`config.mk`:
```
export PLATFORM = sky130hd
export DESIGN_NAME = fit_policy_partition_allocator
export DESIGN_NICKNAME = d
export VERILOG_FILES = /design/src/rtl/fpa_pkg.sv /design/src/rtl/fpa_mem.sv /design/src/rtl/fpa_ctrl.sv /design/src/rtl/fit_policy_partition_allocator.sv
export SDC_FILE = /design/constraint.sdc
export NUM_CORES = 1
export LEC_CHECK = 0
export BUFFER_PORTS_ARGS = -buffer_cell sky130_fd_sc_hd__clkbuf_2
export CORE_UTILIZATION = 40
export DETAILED_ROUTE_END_ITERATION = 6
export GPL_ROUTABILITY_DRIVEN = 1
export GPL_TIMING_DRIVEN = 0
export SETUP_SLACK_MARGIN = 0.15
export SYNTH_ARGS = -nofsm -noshare
export SYNTH_HDL_FRONTEND = slang
export SYNTH_HIERARCHICAL = 1
export SYNTH_SLANG_ARGS = --single-unit
```
`constraint.sdc`:
```
create_clock -name i_clk -period 10 [get_ports i_clk]
set_input_delay 1.5 -clock i_clk [delete_from_list [all_inputs] [get_ports i_clk]]
set_output_delay 1.5 -clock i_clk [all_outputs]
set_load 0.05 [all_outputs]
```
`src/rtl/fpa_pkg.sv`:
```
// ----------------------------------------------------------------------------
// fpa_pkg
// Shared types and constants for the fit-policy partition allocator.
// ----------------------------------------------------------------------------
package fpa_pkg;

    localparam int MAX_BLOCKS_DEF = 16;
    localparam int SIZE_BITS_DEF  = 16;

    localparam int STATUS_W = 2;
    localparam int INDEX_W  = 4;
    localparam int REM_W    = 16;
    localparam int POLICY_W = 2;

    localparam logic [STATUS_W-1:0] ST_LOADED = 2'd0;
    localparam logic [STATUS_W-1:0] ST_ALLOC  = 2'd1;
    localparam logic [STATUS_W-1:0] ST_NOFIT  = 2'd2;
    localparam logic [STATUS_W-1:0] ST_FULL   = 2'd3;

    localparam logic [POLICY_W-1:0] POL_FIRST = 2'd0;
    localparam logic [POLICY_W-1:0] POL_BEST  = 2'd1;
    localparam logic [POLICY_W-1:0] POL_WORST = 2'd2;

    typedef struct packed {
        logic [STATUS_W-1:0] status;
        logic [INDEX_W-1:0]  block_index;
        logic [REM_W-1:0]    remaining;
    } t_result;

endpackage

```
`src/rtl/fpa_mem.sv`:
```
// ----------------------------------------------------------------------------
// fpa_mem
// Block table storage: one write port, one read port, registered read data.
// ----------------------------------------------------------------------------
module fpa_mem #(
    parameter int DEPTH = 16,
    parameter int WIDTH = 16,
    parameter int AW    = 4
) (
    input  logic             i_clk,
    input  logic             i_we,
    input  logic [AW-1:0]    i_waddr,
    input  logic [WIDTH-1:0] i_wdata,
    input  logic             i_re,
    input  logic [AW-1:0]    i_raddr,
    output logic [WIDTH-1:0] o_rdata
);

    logic [WIDTH-1:0] r_mem [DEPTH];
    logic [WIDTH-1:0] r_rdata;

    always_ff @(posedge i_clk) begin
        if (i_we) begin
            r_mem[i_waddr] <= i_wdata;
        end
        if (i_re) begin
            r_rdata <= r_mem[i_raddr];
        end
    end

    assign o_rdata = r_rdata;

endmodule

```
`src/rtl/fpa_ctrl.sv`:
```
// ----------------------------------------------------------------------------
// fpa_ctrl
// Sequencer: appends loads, scans the block table for allocations and
// writes the chosen block back.
// ----------------------------------------------------------------------------
module fpa_ctrl
    import fpa_pkg::*;
#(
    parameter int MAX_BLOCKS = MAX_BLOCKS_DEF,
    parameter int SIZE_BITS  = SIZE_BITS_DEF
) (
    input  logic                i_clk,
    input  logic                i_rst_n,
    input  logic                i_valid,
    output logic                o_busy,
    input  logic                i_mode,
    input  logic [15:0]         i_size,
    input  logic [POLICY_W-1:0] i_policy,
    output logic                o_res_vld,
    output t_result             o_res,
    input  logic                i_res_take
);

    localparam int IDX_W = (MAX_BLOCKS > 1) ? $clog2(MAX_BLOCKS) : 1;
    localparam int CNT_W = $clog2(MAX_BLOCKS + 1);

    typedef enum logic [1:0] {
        S_IDLE,
        S_SCAN,
        S_DONE
    } t_state;

    t_state               r_state, n_state;
    logic [CNT_W-1:0]     r_count, n_count;
    logic [CNT_W-1:0]     r_addr, n_addr;
    logic                 r_rd_vld, n_rd_vld;
    logic [IDX_W-1:0]     r_rd_idx, n_rd_idx;
    logic                 r_found, n_found;
    logic [IDX_W-1:0]     r_pick, n_pick;
    logic [SIZE_BITS-1:0] r_best, n_best;
    logic [SIZE_BITS-1:0] r_size, n_size;
    t_result              r_res, n_res;

    logic                 mem_we;
    logic [IDX_W-1:0]     mem_waddr;
    logic [SIZE_BITS-1:0] mem_wdata;
    logic                 mem_re;
    logic [SIZE_BITS-1:0] mem_rdata;

    logic [31:0]          size_ext;
    logic [SIZE_BITS-1:0] size_eff;
    logic                 accept;
    logic                 fits;
    logic                 better;
    logic                 scan_end;
    logic [SIZE_BITS-1:0] new_rem;

    function automatic t_result make_res(input logic [STATUS_W-1:0] st,
                                         input logic [IDX_W-1:0] idx,
                                         input logic [SIZE_BITS-1:0] rem);
        t_result     res;
        logic [15:0] idx_ext;
        logic [31:0] rem_ext;
        idx_ext         = 16'(idx);
        rem_ext         = 32'(rem);
        res.status      = st;
        res.block_index = idx_ext[INDEX_W-1:0];
        res.remaining   = rem_ext[REM_W-1:0];
        return res;
    endfunction

    fpa_mem #(
        .DEPTH (MAX_BLOCKS),
        .WIDTH (SIZE_BITS),
        .AW    (IDX_W)
    ) u_mem (
        .i_clk   (i_clk),
        .i_we    (mem_we),
        .i_waddr (mem_waddr),
        .i_wdata (mem_wdata),
        .i_re    (mem_re),
        .i_raddr (r_addr[IDX_W-1:0]),
        .o_rdata (mem_rdata)
    );

    assign size_ext = 32'(i_size);
    assign size_eff = size_ext[SIZE_BITS-1:0];
    assign accept   = (r_state == S_IDLE) && i_valid;
    assign mem_re   = (r_state == S_SCAN) && (r_addr < r_count);
    assign fits     = r_rd_vld && (r_size <= mem_rdata);
    assign scan_end = (r_state == S_SCAN) && !r_rd_vld && (r_addr == r_count);
    assign new_rem  = r_best - r_size;

    always_comb begin
        case (i_policy)
            POL_BEST:  better = mem_rdata < r_best;
            POL_WORST: better = mem_rdata > r_best;
            default:   better = 1'b0;
        endcase
    end

    always_comb begin
        n_state   = r_state;
        n_count   = r_count;
        n_addr    = r_addr;
        n_rd_vld  = mem_re;
        n_rd_idx  = r_addr[IDX_W-1:0];
        n_found   = r_found;
        n_pick    = r_pick;
        n_best    = r_best;
        n_size    = r_size;
        n_res     = r_res;
        mem_we    = 1'b0;
        mem_waddr = r_pick;
        mem_wdata = new_rem;

        unique case (r_state)
            S_IDLE: begin
                if (accept) begin
                    n_size  = size_eff;
                    n_addr  = '0;
                    n_found = 1'b0;
                    if (i_mode) begin
                        n_state = S_SCAN;
                    end else if (r_count == CNT_W'(MAX_BLOCKS)) begin
                        n_res   = make_res(ST_FULL, '0, '0);
                        n_state = S_DONE;
                    end else begin
                        mem_we    = 1'b1;
                        mem_waddr = r_count[IDX_W-1:0];
                        mem_wdata = size_eff;
                        n_count   = r_count + 1'b1;
                        n_res     = make_res(ST_LOADED, r_count[IDX_W-1:0], size_eff);
                        n_state   = S_DONE;
                    end
                end
            end
            S_SCAN: begin
                if (mem_re) begin
                    n_addr = r_addr + 1'b1;
                end
                if (fits && (!r_found || better)) begin
                    n_found = 1'b1;
                    n_pick  = r_rd_idx;
                    n_best  = mem_rdata;
                end
                if (scan_end) begin
                    if (r_found) begin
                        mem_we = 1'b1;
                        n_res  = make_res(ST_ALLOC, r_pick, new_rem);
                    end else begin
                        n_res  = make_res(ST_NOFIT, '0, '0);
                    end
                    n_state = S_DONE;
                end
            end
            S_DONE: begin
                if (i_res_take) begin
                    n_state = S_IDLE;
                end
            end
            default: n_state = S_IDLE;
        endcase
    end

    always_ff @(posedge i_clk) begin
        if (!i_rst_n) begin
            r_state  <= S_IDLE;
            r_count  <= '0;
            r_rd_vld <= 1'b0;
        end else begin
            r_state  <= n_state;
            r_count  <= n_count;
            r_rd_vld <= n_rd_vld;
        end
        r_addr   <= n_addr;
        r_rd_idx <= n_rd_idx;
        r_found  <= n_found;
        r_pick   <= n_pick;
        r_best   <= n_best;
        r_size   <= n_size;
        r_res    <= n_res;
    end

    assign o_busy    = (r_state != S_IDLE);
    assign o_res_vld = (r_state == S_DONE);
    assign o_res     = r_res;

endmodule

```
`src/rtl/fit_policy_partition_allocator.sv`:
```
// ----------------------------------------------------------------------------
// fit_policy_partition_allocator
// Free block table with first, best and worst fit allocation.
// ----------------------------------------------------------------------------
//  channel   | valid    | stall    | payload
//  ----------+----------+----------+-------------------------------------
//  input     | i_valid  | o_stall  | i_mode, i_size
//  result    | o_valid  | i_stall  | o_status, o_block_index, o_remaining
//  config    | i_cfg_we | -        | i_cfg_data (fit policy)
//
//  A load is written to the table directly, with no scan.
//  An allocation scans every loaded block of the table through its single
//  read port.
//  One transaction is in work at a time; the next is accepted while the
//  result waits in the output register.
//  Reset empties the table and sets the policy to first fit.
// ----------------------------------------------------------------------------
module fit_policy_partition_allocator
    import fpa_pkg::*;
#(
    parameter int MAX_BLOCKS = MAX_BLOCKS_DEF,
    parameter int SIZE_BITS  = SIZE_BITS_DEF
) (
    input  logic                i_clk,
    input  logic                i_rst_n,
    input  logic                i_valid,
    output logic                o_stall,
    input  logic                i_mode,
    input  logic [15:0]         i_size,
    input  logic                i_cfg_we,
    input  logic [POLICY_W-1:0] i_cfg_data,
    output logic                o_valid,
    input  logic                i_stall,
    output logic [STATUS_W-1:0] o_status,
    output logic [INDEX_W-1:0]  o_block_index,
    output logic [REM_W-1:0]    o_remaining
);

    logic [POLICY_W-1:0] r_policy;
    logic                r_out_vld;
    t_result             r_out;
    logic                ctrl_busy;
    logic                res_vld;
    t_result             res;
    logic                res_take;

    assign res_take = res_vld && (!r_out_vld || !i_stall);

    fpa_ctrl #(
        .MAX_BLOCKS (MAX_BLOCKS),
        .SIZE_BITS  (SIZE_BITS)
    ) u_ctrl (
        .i_clk      (i_clk),
        .i_rst_n    (i_rst_n),
        .i_valid    (i_valid),
        .o_busy     (ctrl_busy),
        .i_mode     (i_mode),
        .i_size     (i_size),
        .i_policy   (r_policy),
        .o_res_vld  (res_vld),
        .o_res      (res),
        .i_res_take (res_take)
    );

    always_ff @(posedge i_clk) begin
        if (!i_rst_n) begin
            r_policy  <= POL_FIRST;
            r_out_vld <= 1'b0;
        end else begin
            if (i_cfg_we) begin
                r_policy <= i_cfg_data;
            end
            if (res_take) begin
                r_out_vld <= 1'b1;
            end else if (!i_stall) begin
                r_out_vld <= 1'b0;
            end
        end
        if (res_take) begin
            r_out <= res;
        end
    end

    assign o_stall       = ctrl_busy;
    assign o_valid       = r_out_vld;
    assign o_status      = r_out.status;
    assign o_block_index = r_out.block_index;
    assign o_remaining   = r_out.remaining;

endmodule

```
# Word level (Yosys, flattened, before mapping)
# Memory sizes are Yosys's and may differ from the RTL's. A register that Yosys moved wholly into a read port is not among the register bits.
# Index checks and enable logic that the tools add are counted.
[totals] reg_bits=101 mem_bits_rw=256 in_bits=24 output_inout_bits=24 elab_cells=99 memories=1
[mem_list] memory="u_ctrl.u_mem.r_mem" depth=16 word_bits=16 rd=1 rd_clocked_by_memory_dff=1 write_ports=1 line="fpa_mem.sv:19" text="logic [WIDTH-1:0] r_mem [DEPTH];"
[op_classes] n_addsub=3 order_cmp=4 eq_ne=13 n_mux=36 bitwise=2 n_reduce_logical=23
[op_table] operator="2-to-1 mux 22 bit" count=5
[op_table] operator="2-to-1 mux 16 bit" count=4
[op_table] operator="case mux 22 bit (2 select lines)" count=1
[op_table] operator="> comparator 16 bit" count=1
[op_table] operator="<= comparator 16 bit" count=1
[op_table] operator="less-than comparator 16 bit" count=1
[op_table] operator="2-to-1 mux 4 bit" count=4
[op_table] operator="subtractor 16 bit" count=1
[op_table] operator="2-to-1 mux 1 bit" count=11
[op_table] operator="adder 5 x 1 -> 5 bit (second input constant)" count=2
[op_table] operator="2-to-1 mux 5 bit" count=2
[op_table] operator="inequality test 2 x 1 -> 1 bit (second input constant)" count=5
[op_table] operator="case mux 5 bit (2 select lines)" count=1
[op_table] operator="AND reduction 3 bit" count=3
[op_table] operator="2-to-1 mux 2 bit" count=4
[op_table] operator="AND reduction 4 bit" count=2
[op_table] operator="logical AND 1 bit" count=7
[op_table] operator="case mux 1 bit (2 select lines)" count=3
[op_table] operator="case mux 2 bit (3 select lines)" count=1
[op_table] operator="== test 5 bit" count=1
[op_table] operator="== test 5 bit (second input constant)" count=1
[op_table] operator="less-than comparator 5 bit" count=1
[op_table] operator="== test 2 x 1 -> 1 bit (second input constant)" count=2
[op_table] operator="== test 2 bit (second input constant)" count=2
[op_table] operator="other kinds (7)" count=15

# Longest topological paths before layout
[depth] word_depth=7 depth_mapped=10

# Hierarchy
# The synthesis kept the hierarchy.
[modules_own_cells] mod="fpa_mem" instances=1 cells_per_inst=432 area_each_um2=10202.3 seq_area_each_um2=8167.8
[modules_own_cells] mod="fpa_ctrl" instances=1 cells_per_inst=462 area_each_um2=4824.6 seq_area_each_um2=2162.1
[modules_own_cells] mod="fit_policy_partition_allocator" instances=1 cells_per_inst=32 area_each_um2=772.0 seq_area_each_um2=720.7

# Worst setup path before layout
# Ideal clock, no wire load.
[synth_path] path_type="flip-flop to flip-flop" startpoint="register u_ctrl.r_addr[2]" endpoint="register u_ctrl.r_addr[0] (enable)" setup_time_ps=312 arrival_time_ps=4409 t_required_ps=9688 slack_ps=5279 path_stages_with_launch=6 n_path_buf=0 synth_period_minus_slack_ps=4721 cell_sequence="edfxtp_1 ha_1 a21o_1 a21o_1 a2111oi_0 or2_2"
[synth_via] elab_chain_len=4
[synth_lines] item="start: declaration" line="fpa_ctrl.sv:35" text="logic [CNT_W-1:0] r_addr, n_addr;"
[synth_lines] item="start signal: assignment" line="fpa_ctrl.sv:176" text="r_addr <= n_addr;"
[synth_lines] item="less-than comparator 5 bit" line="fpa_ctrl.sv:89" text="assign mem_re = (r_state == S_SCAN) && (r_addr < r_count);"
[synth_lines] item="logical AND 1 bit" line="fpa_ctrl.sv:89"
[synth_lines] item="named net u_ctrl.mem_re" line="fpa_ctrl.sv:47" text="logic mem_re;"
[synth_lines] item="inequality test 2 x 1 -> 1 bit (no line)"
[synth_lines] item="AND reduction 3 bit (no line)"
# The timed path passes the listed nets, and every way through them passes these cells.
# A chain may end at the register's enable or synchronous reset.

# Worst setup path in the final report
[layout_path] startpoint="input port i_mode" endpoint="memory u_ctrl.u_mem.r_mem[11][8] (enable)"
[layout_lines] item="start: declaration" line="fit_policy_partition_allocator.sv:28" text="input logic i_mode,"
[layout_lines] item="2-to-1 mux 4 bit" line="fpa_ctrl.sv:123" text="if (i_mode) begin"
[layout_lines] item="2-to-1 mux 4 bit" line="fpa_ctrl.sv:119" text="if (accept) begin"
[layout_lines] item="2-to-1 mux 4 bit" line="fpa_ctrl.sv:117" text="unique case (r_state)"
[layout_lines] item="named net u_ctrl.mem_waddr[0]" line="fpa_ctrl.sv:45" text="logic [IDX_W-1:0] mem_waddr;"
[layout_lines] item="end: declaration" line="fpa_mem.sv:19"
# The timed path passes the listed nets, and every way through them passes these cells.

==> qor.yml <==
synth:
  ys_ff_latch: 373
  ys_seq_area_share_pct: 69.95
  dominantRegCellSynth: "edfxtp_1"
  yosysWarnings: 6
  synth_edf_count: 358
  syn-num-nets: 1008
  yosysUniqueCellTypes: 59
  async_reset_ff_share_pct: 0
  syn_area_per_cell_um2: 17.06
  netlist_instances: 926
  syn_area_um2: 15800
clocking:
  post_cts_resized: 0
  clock-root-buffer: "clkbuf_16"
  cts.sinks: 373
  cts_tree: "done"
  clk_latency_ps: 550
  cts_hold_buf: 0
  post_cts_buffers: 0
  numCtsBuffers: 40
  clk_pin_slew_ps: 60
  cts_max_level: 2
  clockBufferDepth: 3
route:
  viasPerCell: 5.277
  vias: 8391
  final_antenna_net_count: 0
  wl_per_cell_um: 21.24
  drc: 0
  routed_wl_um: 33770
  drtPass1Iterations: 5
  drt_iter0_drc: 616
floorplanning:
  die_h_um: 200.7
  die_x_um: 200.7
  fp-row-count: 72
  core_area_um2: 38830
  dieArea_um2: 40300
  ios: 48
  start_util_pct: 40.69
grt:
  grt_antenna_before_repair: 1
  grt_pass1_wl_um: 51630
  grt_pass1_vias: 8634
  grt_usage_pct: 17.12
  grt_max_degree: 21
  overflow: 0
timing:
  fmax_mhz: 208.3
  skew_ps: 23.30
  fin_hold_ws_ps: 403.0
  maxSlewViolCount: 0
  final_min_period_over_clock_period_pct: 48.01
  finalHoldViolCount: 0
  setup_viol: 0
  layout_setup_ws_ps: 5199
  fin_tns_setup_ps: 0
  rsz0062_at_grt: "false"
  worst_pin_slew_ps: 1359
  layout_min_cycle_time_ps: 4801
  relSlewSlack_pct: 8.471
critical_path:
  regToRegStartpoint: "u_ctrl/r_count[0]"
  worstSetupStartpointType: "input pin"
  crit_type: "input pin to register"
  cp_max_fo: 10
  crit_required_ps: 10240
  r2r-end: "u_ctrl/u_mem/r_mem[11][8]"
  worstRegToRegCells: 9
  worstPathArrival_ps: 5040
  end_kind: "register"
  rrSetupSlack_ps: 5810
pwr:
  p_leak_nw: 6.471
  powerDensity_nw_per_um2: 199.1
  ir_worst_vdd_v: 0.0001020
finish:
  layout_commonest_cell: "edfxtp_1"
  final_cell_mix: "edfxtp_1, inv_1, nand2_1"
  area_growth_pct: 16.73
  finalNetCount: 1124
  fin_util_pct: 47.50
  nFillCells: 3306
  layout-drive-gt1-share_pct: 22.48
  fin_cells: 1590
  antenna_cells: 0
job:
  drv_cap: 0
run_status:
  outcome: "completed"
placed_design:
  dp_slack_ps: 4703
  dp.cells: 1517
  io_buffers: 47
  place.gp.congestion: 0.8382
  dpl.hpwl_um: 23840
min_path:
  holdPathStages: 0
  min_from: "u_ctrl/r_rd_idx[2]"
  whs_endpoint: "u_ctrl/r_pick[2]"
  min_path_type: "register to register"
-- synth_stat cells (3+ instances only) --
cell type | number | share of area, %
mux2i_1 | 5 | 0.32
a22o_1 | 15 | 0.83
o31a_1 | 3 | 0.17
ha_1 | 57 | 4.5
a31oi_1 | 5 | 0.20
mux4_2 | 54 | 7.7
inv_1 | 64 | 1.5
clkbuf_1 | 12 | 0.29
a21oi_1 | 26 | 0.82
nor2_1 | 28 | 0.67
nor2b_1 | 12 | 0.48
dfxtp_1 | 15 | 1.9
nand4_1 | 13 | 0.51
buf_4 | 5 | 0.24
edfxtp_1 | 358 | 68
nand2_1 | 59 | 1.4
buf_2 | 8 | 0.25
mux2_2 | 4 | 0.29
buf_6 | 4 | 0.29
xnor2_1 | 14 | 0.78
buf_1 | 4 | 0.095
and2_1 | 10 | 0.40
a2111oi_0 | 3 | 0.17
nor3_1 | 6 | 0.19
xor2_1 | 6 | 0.33
nand2b_1 | 6 | 0.24
or3_1 | 3 | 0.12
a21o_1 | 10 | 0.48
nand3_1 | 13 | 0.41
o21ai_0 | 21 | 0.67
mux4_1 | 10 | 1.7
nand3b_1 | 3 | 0.14
o211ai_1 | 4 | 0.19
a22oi_1 | 33 | 1.6
-- worst max-delay path by stage --
stage,slack (ps),to,from,cells past startpoint
after floorplan,5280,u_ctrl/r_addr[0],u_ctrl/r_addr[2],5
after global placement,3560,u_ctrl/u_mem/r_mem[0][10],i_mode,7
after detailed placement,4700,u_ctrl/u_mem/r_mem[11][8],i_mode,8
after CTS,5300,u_ctrl/u_mem/r_mem[11][8],i_mode,8
after global routing,5030,u_ctrl/u_mem/r_mem[11][8],i_mode,8
final,5200,u_ctrl/u_mem/r_mem[11][8],i_mode,8
-- power by group --
part           internal (mW)  switching, mW  total [mW]
combinational          0.137          0.247       0.384
clock                  0.868          0.602        1.47
sequential              1.80         0.0194        1.82
-- worst max-delay path, cell delays in order --
cell	delay (ps)
clkbuf_2	130
nor4b_4	430
nand2_2	270
clkbuf_1	320
o21ai_0	1120
nand2_1	440
nor2_2	570
buf_8	230
-- through the flow --
stage | instance area (um^2) | power (mW)
after floorplan | 15800 | 2.100
after global placement | 16680 | 2.218
after detailed placement | 17130 | 2.236
after CTS | 18440 | 3.709
after global routing | 18440 | 3.812
final | 18440 | 3.673
-- routing by layer --
layer | share of wire [%] | track usage, % | up-vias
li1 | - | - | 3886
met1 | 45 | 23.50 | 4259
met2 | 48 | 28.04 | 192
met3 | 4.3 | 2.695 | 54
met4 | 2.5 | 5.425 | 0
met5 | 0 | 0 | -
-- sequential cells by signal, summed over array words and instances, names as in the netlist --
signal	flops
u_ctrl/o_res	22
u_ctrl/u_mem/r_mem	256
o_status	2
u_ctrl/r_size	16
r_policy	2
o_remaining	16
u_ctrl/r_state	2
o_valid	1
u_ctrl/r_rd_vld	1
u_ctrl/r_found	1
u_ctrl/u_mem/o_rdata	16
u_ctrl/r_addr	5
u_ctrl/r_pick	4
u_ctrl/r_best	16
u_ctrl/r_count	5
u_ctrl/r_rd_idx	4
o_block_index	4
-- cell type report --
type                       instances  area [um^2]  share of cell area, %
buffer                            33        182.7                 0.9905
clock buffer                      46         1023                  5.550
clock inverter                    26        280.3                  1.520
inverter                          64        240.2                  1.303
multi-input combinational        456         4393                  23.82
sequential                       373        11050                  59.92
tap                              518        648.1                  3.514
timing repair buffer              74        624.3                  3.385
-- kinds of logic (layout without fill, tap and decap cells) --
kind of cell / count (synthesis) / in the layout / share of synthesized area, %
XOR/XNOR: 20 / 20 / 1.109
AO/OA/AOI/OAI: 140 / 140 / 6.383
multiplexers: 74 / 74 / 10.06
flip-flops: 373 / 373 / 69.95
adder cells (fa/ha/maj): 58 / 58 / 4.641
AND/OR/NAND/NOR: 164 / 164 / 5.187
buffers and inverters: 97 / 243 / 2.677
Note: power is estimated with default switching activity, not from simulation.
